`config.mk`:
```
export PLATFORM = sky130hd
export DESIGN_NAME = relative_path_sanitizer
export DESIGN_NICKNAME = d
export VERILOG_FILES = /design/src/rtl/rps_pkg.sv /design/src/rtl/relative_path_sanitizer.sv
export SDC_FILE = /design/constraint.sdc
export NUM_CORES = 1
export LEC_CHECK = 0
export BUFFER_PORTS_ARGS = -buffer_cell sky130_fd_sc_hd__buf_2
export CAP_MARGIN = 20
export CORE_MARGIN = 3
export CORE_UTILIZATION = 50
export DETAILED_ROUTE_END_ITERATION = 16
export PLACE_DENSITY = 0.72
export SYNTH_ARGS = -nofsm -noshare
export SYNTH_HDL_FRONTEND = slang
export SYNTH_SLANG_ARGS = --single-unit
```
`constraint.sdc`:
```
create_clock -name aclk -period 3.2 [get_ports aclk]
set_input_delay 0.48 -clock aclk [delete_from_list [all_inputs] [get_ports aclk]]
set_output_delay 0.48 -clock aclk [all_outputs]
set_load 0.01 [all_outputs]
```
`src/rtl/rps_pkg.sv`:
```
// ----------------------------------------------------------------------------
// rps_pkg
// Widths, character codes and helper functions of the relative path sanitizer.
// ----------------------------------------------------------------------------
`default_nettype none

package rps_pkg;

    // Field and register widths.
    localparam int CharW  = 8;
    localparam int SizeW  = 9;
    localparam int CountW = 9;
    localparam int SegW   = 2;

    // Largest buffer the block ever honors.
    localparam int MaxPathBytes = 256;

    // Reset value of the buffer size register.
    localparam logic [SizeW-1:0] SizeReset = SizeW'(256);

    // Saturation limits.
    localparam logic [CountW-1:0] CountMax = '1;
    localparam logic [SegW-1:0]   SegMax   = '1;

    // Character codes.
    localparam logic [CharW-1:0] ChrPrintLo = 8'd32;
    localparam logic [CharW-1:0] ChrPrintHi = 8'd126;
    localparam logic [CharW-1:0] ChrSlash   = 8'h2F;
    localparam logic [CharW-1:0] ChrBslash  = 8'h5C;
    localparam logic [CharW-1:0] ChrColon   = 8'h3A;
    localparam logic [CharW-1:0] ChrDot     = 8'h2E;

    // Bit positions in the result tuser.
    localparam int UserOk       = 0;
    localparam int UserAccepted = 1;
    localparam int OutUserW     = 2;

    // True when the segment that just ended is empty, "." or "..".
    function automatic logic bad_segment(input logic [SegW-1:0] seg_len,
                                         input logic            prev_dot,
                                         input logic            prev2_dot);
        logic bad;
        bad = (seg_len == SegW'(0))
            || ((seg_len == SegW'(1)) && prev_dot)
            || ((seg_len == SegW'(2)) && prev_dot && prev2_dot);
        return bad;
    endfunction

endpackage

`default_nettype wire

```
`src/rtl/relative_path_sanitizer.sv`:
```
// ----------------------------------------------------------------------------
// relative_path_sanitizer
// Streaming check and normalization of archive paths, one character per beat.
// ----------------------------------------------------------------------------
// Usage:
//   The slave stream carries one raw path byte per beat in s_tdata, s_tlast
//   marks the final byte of a path and s_tuser flags an empty path (that beat
//   carries no character and ends the path). Each input beat yields exactly
//   one result beat: the byte with either slash kind turned into '/', a
//   running "no check failed" flag, tlast on the path's final beat, and the
//   verdict on that final beat.
//   The buffer size register is written through cfg_valid/cfg_data; the user
//   must write it only while the block is idle, which the block itself does
//   not enforce; cfg_ready is always high. An accepted input beat passes
//   through the input register, then the result register. One beat is
//   accepted every cycle while the receiver does not stall; the check logic
//   between the two stages is combinational. When the receiver stalls, the
//   result register holds its beat and the input register can still take one
//   more beat before s_tready drops. Synchronous reset clears both stages and
//   the per-path state and sets the buffer size to 256.
// ----------------------------------------------------------------------------
`default_nettype none

module relative_path_sanitizer (
    input  wire logic                         aclk,
    input  wire logic                         aresetn,
    // Configuration: buffer size
    input  wire logic                         cfg_valid,
    output logic                              cfg_ready,
    input  wire logic [rps_pkg::SizeW-1:0]    cfg_data,
    // Input stream
    input  wire logic                         s_tvalid,
    output logic                              s_tready,
    input  wire logic [rps_pkg::CharW-1:0]    s_tdata,   // [7:0] path_char
    input  wire logic                         s_tlast,   // last_char
    input  wire logic                         s_tuser,   // empty_path
    // Result stream
    output logic                              m_tvalid,
    input  wire logic                         m_tready,
    output logic [rps_pkg::CharW-1:0]         m_tdata,   // [7:0] out_char
    output logic                              m_tlast,   // path_done
    output logic [rps_pkg::OutUserW-1:0]      m_tuser    // [0] ok_so_far, [1] path_accepted
);
    import rps_pkg::*;

    // Configuration register
    logic [SizeW-1:0]  size_reg;

    // Input stage
    logic              in_valid_reg;
    logic [CharW-1:0]  in_char_reg;
    logic              in_last_reg;
    logic              in_empty_reg;

    // Per-path state
    logic [CountW-1:0] count_reg,     count_next;
    logic [SegW-1:0]   seg_reg,       seg_next;
    logic              prev_dot_reg,  prev_dot_next;
    logic              prev2_dot_reg, prev2_dot_next;
    logic              failed_reg,    failed_next;

    // Result stage
    logic              out_valid_reg;
    logic [CharW-1:0]  out_char_reg,  out_char_next;
    logic              out_ok_reg,    out_ok_next;
    logic              out_done_reg,  out_done_next;
    logic              out_acc_reg,   out_acc_next;

    // Handshake
    logic              out_adv;
    logic              in_adv;
    logic              s_beat;

    // Check logic
    logic [SizeW-1:0]  size_eff;
    logic              is_slash;
    logic              fail;

    assign cfg_ready = 1'b1;
    assign out_adv   = !out_valid_reg || m_tready;
    assign in_adv    = in_valid_reg && out_adv;
    assign s_tready  = !in_valid_reg || out_adv;
    assign s_beat    = s_tvalid && s_tready;

    assign m_tvalid              = out_valid_reg;
    assign m_tdata               = out_char_reg;
    assign m_tlast               = out_done_reg;
    assign m_tuser[UserOk]       = out_ok_reg;
    assign m_tuser[UserAccepted] = out_acc_reg;

    // Clamp the buffer size to the largest supported path.
    always_comb begin
        if (int'(size_reg) > MaxPathBytes) begin
            size_eff = SizeW'(MaxPathBytes);
        end else begin
            size_eff = size_reg;
        end
    end

    // Per-character checks and next path state.
    always_comb begin
        is_slash = (in_char_reg == ChrSlash) || (in_char_reg == ChrBslash);
        fail     = failed_reg;

        if ((in_char_reg < ChrPrintLo) || (in_char_reg > ChrPrintHi)) begin
            fail = 1'b1;
        end
        if ((count_reg == CountW'(0)) && is_slash) begin
            fail = 1'b1;
        end
        if ((count_reg == CountW'(1)) && (in_char_reg == ChrColon)) begin
            fail = 1'b1;
        end
        if (is_slash && bad_segment(seg_reg, prev_dot_reg, prev2_dot_reg)) begin
            fail = 1'b1;
        end
        if (({1'b0, count_reg} + (CountW+1)'(1)) >= {1'b0, size_eff}) begin
            fail = 1'b1;
        end

        if (is_slash) begin
            seg_next = '0;
        end else if (seg_reg != SegMax) begin
            seg_next = seg_reg + SegW'(1);
        end else begin
            seg_next = seg_reg;
        end
        prev2_dot_next = prev_dot_reg;
        prev_dot_next  = (in_char_reg == ChrDot);
        count_next     = (count_reg != CountMax) ? count_reg + CountW'(1) : count_reg;

        // The final segment must also be a real name.
        if (in_last_reg && bad_segment(seg_next, prev_dot_next, prev2_dot_next)) begin
            fail = 1'b1;
        end
        failed_next = fail;

        out_char_next = is_slash ? ChrSlash : in_char_reg;
        out_ok_next   = !fail;
        out_done_next = in_last_reg;
        out_acc_next  = in_last_reg && !fail;

        // An empty path ends and rejects whatever was streamed so far.
        if (in_empty_reg) begin
            out_char_next = '0;
            out_ok_next   = 1'b0;
            out_done_next = 1'b1;
            out_acc_next  = 1'b0;
        end

        // Any path end clears the running state for the next path.
        if (in_empty_reg || in_last_reg) begin
            count_next     = '0;
            seg_next       = '0;
            prev_dot_next  = 1'b0;
            prev2_dot_next = 1'b0;
            failed_next    = 1'b0;
        end
    end

    // Configuration, pipeline valids and path state.
    always_ff @(posedge aclk) begin
        if (!aresetn) begin
            size_reg      <= SizeReset;
            in_valid_reg  <= 1'b0;
            out_valid_reg <= 1'b0;
            count_reg     <= '0;
            seg_reg       <= '0;
            prev_dot_reg  <= 1'b0;
            prev2_dot_reg <= 1'b0;
            failed_reg    <= 1'b0;
        end else begin
            if (cfg_valid && cfg_ready) begin
                size_reg <= cfg_data;
            end
            if (s_beat) begin
                in_valid_reg <= 1'b1;
            end else if (in_adv) begin
                in_valid_reg <= 1'b0;
            end
            if (out_adv) begin
                out_valid_reg <= in_valid_reg;
            end
            if (in_adv) begin
                count_reg     <= count_next;
                seg_reg       <= seg_next;
                prev_dot_reg  <= prev_dot_next;
                prev2_dot_reg <= prev2_dot_next;
                failed_reg    <= failed_next;
            end
        end
    end

    // Payload registers of both stages.
    always_ff @(posedge aclk) begin
        if (s_beat) begin
            in_char_reg  <= s_tdata;
            in_last_reg  <= s_tlast;
            in_empty_reg <= s_tuser;
        end
        if (in_adv) begin
            out_char_reg <= out_char_next;
            out_ok_reg   <= out_ok_next;
            out_done_reg <= out_done_next;
            out_acc_reg  <= out_acc_next;
        end
    end

endmodule

`default_nettype wire

```
==> metrics.csv <==
metric;value;unit
synth_enable_flop_cells;21;
fin_nets;282;
ir_worst_vdd;244;uV
antenna_left;0;
critPathMaxFanout;6;
dp_hpwl;3090;um
grt_overflow_total;0;
cts_buffers;5;
finalSetupViolations;0;
drt-initial-drc-count;44;
cp.depth;11;
layoutNonFillerInstCount;296;
grt_first_pass_wirelength;7160;um
clkTransAtPathRegs;0.09;ns
routed_wl;4130;um
syn_nets;247;
placedCellCount;288;
grt_usage;17.2;%
syn_area;0.00226;sq mm
synth-main-ff-cell;dfxtp_1;
fin_crit;2.78;ns
synthDistinctLibCells;47;
drc_errors;0;
swShare;23.5;%
finalCritPeriodShare;86.9;%
synth_area_per_cell;10.8;sq um
htree_levels;2;
syn_inst;210;
whs_path_depth;1;
cellLeakagePower;0.00103;uW
syn_to_final_growth;12.6;%
drive_gt1_share;21.1;%
cpMaxStageDelayCell;dfxtp_1;
tns;0;ns
port_buffers;36;
post-place-ws;0.456;ns
setup_slack;0.419;ns
cts-root-buf;clkbuf_8;
layout_common_cells;buf_2 (36), dfxtp_1 (25), nor2b_1 (23);
yosysSeqAreaShare;50.1;%
hold_slack;0.355;ns
cp.required;3.34;ns
initial_utilization;54.2;%
pin_count;38;
die_area;0.00536;sq mm
cts_tree;yes;
grt_max_degree;27;
status;complete, no violations;
r2r_cells;11;
power_switching;257;uW
power_frac_seq;60.1;%
grt_pass1_vias;1550;
dr_total_vias;1591;
path_class;reg2reg;
fp.coreArea;0.00417;sq mm
ctsHoldBuffers;0;
fp.dieW;73.2;um
pwr-share-comb;8.5;%
antenna_cells;0;
rsz0062_at_grt;false;
clkPwrFrac;31.4;%
clock_latency;0.30;ns
crit_path_start_kind;register;
hold_path.class;in2reg;
relSlewSlack;64.1;%
cts_resized;0;
finClkSkew;0.00875;ns
yosys_warnings;0;
mostFrequentLayoutCell;buf_2;
tightest_slew;0.538;ns
cpPeakStageDelay;0.43;ns
crit_buf_inv;0;
final_hold_viol_count;0;
globalplace.congestion;0.756;
ys_ff_latch;46;
intPower;837;uW
postCtsSetupBuffers;0;
cp_data_arrival_time;2.92;ns
avgRoutedWirePerCell;13.9;um
drv_cap;0;
max_freq;360;MHz
path_cells;and3_1 -> nand3_1 -> or2_1 -> xnor2_1 -> ha_1 -> a21oi_1 -> o221ai_1 -> a41oi_1 -> o311a_1 -> nand4_2 -> nor3b_1;
clkSinkCount;46;
async_flop_share;0;%
fp.dieH;73.2;um
fp-row-count;23;
end_kind;register;
fillers;351;
p_per_area;430;mW/mm^2
finalPower;1090;uW
clockBufferDepth;2;
via_per_inst;5.38;
slew_violations;0;
firstDrtPassIters;4;
crit_family;simple AND/OR/NAND/NOR gates;
antenna_found_initial;0;
power by group through the flow:
stage	Clock (uW)	Sequential [uW]	Combinational, uW
2_1_floorplan	0	668	62.5
3_3_place_gp	0	670	91.8
3_5_place_dp	0	671	94.1
4_1_cts	353	657	94.7
5_1_grt	381	660	106
6_report	343	657	93.4
path summary, 6_finish.rpt:
path	to	slack (ns)	start
setup / recovery	out_acc_reg	0.42	count_reg[2]
hold / removal	in_char_reg[5]	0.35	s_tdata[5]
setup reg to reg	out_acc_reg	0.42	count_reg[2]
hold reg to reg	prev2_dot_reg	0.47	prev2_dot_reg
final cells by class:
class                   instances  area [sq um]  share of cell area, %
clock inverters                 2          13.8                  0.541
clock buffers                   6          72.6                   2.85
well taps                      50          62.6                   2.46
repair buffers                 36           180                   7.08
flip-flops and latches         46          1130                   44.4
inverters                      10          37.5                   1.47
multi-input cells             146          1050                   41.2
cells in the mapped netlist (all sizes together) (2+ instances only):
cell | n | area share (%)
inv | 9 | 1.5
xor2 | 3 | 1.2
xnor2 | 3 | 1.2
nand3 | 5 | 1.1
nand4 | 4 | 1.4
a22oi | 8 | 2.7
nor2 | 12 | 2.0
and2 | 5 | 1.4
o21a | 2 | 0.66
edfxtp | 21 | 28
dfxtp | 25 | 22
ha | 13 | 7.2
a21oi | 6 | 1.3
nand2b | 2 | 0.55
buf | 5 | 1.4
clkbuf | 3 | 0.50
mux2i | 9 | 4.0
and3 | 3 | 0.83
o21ai | 4 | 1.1
nor3 | 6 | 1.8
nand2 | 16 | 2.7
nor2b | 23 | 6.4
nor3b | 2 | 0.66
a21o | 3 | 1.0
metal layers:
| layer | vias up | part of all wire (%) | GRT usage, % |
|---|---|---|---|
| met1 | 727 | 48 | 24.2 |
| met3 | 9 | 4.7 | 3.86 |
| li1 | 820 | - | - |
| met2 | 35 | 45 | 25.1 |
| met4 | 0 | 2.0 | 7.58 |
| met5 | - | 0 | 0 |
per-stage QoR:
stage                     util (%)  instance area (sq um)
after floorplan                  -                   2260
after global placement        58.9                   2460
final                         61.0                   2540
after CTS                     61.0                   2540
after detailed placement      58.9                   2460
after global routing          61.0                   2540
kinds of logic after synthesis:
family / count (synthesis) / share of synthesized area (%)
flops: 46 / 50.1
compound gates: 34 / 11.6
other cells: 1 / 0.166
fa+ha+maj: 13 / 7.20
mux: 9 / 3.99
simple gates: 83 / 21.1
buf+inv: 18 / 3.60
xor+xnor: 6 / 2.33
No activity file was read; power rests on OpenSTA's default activity.
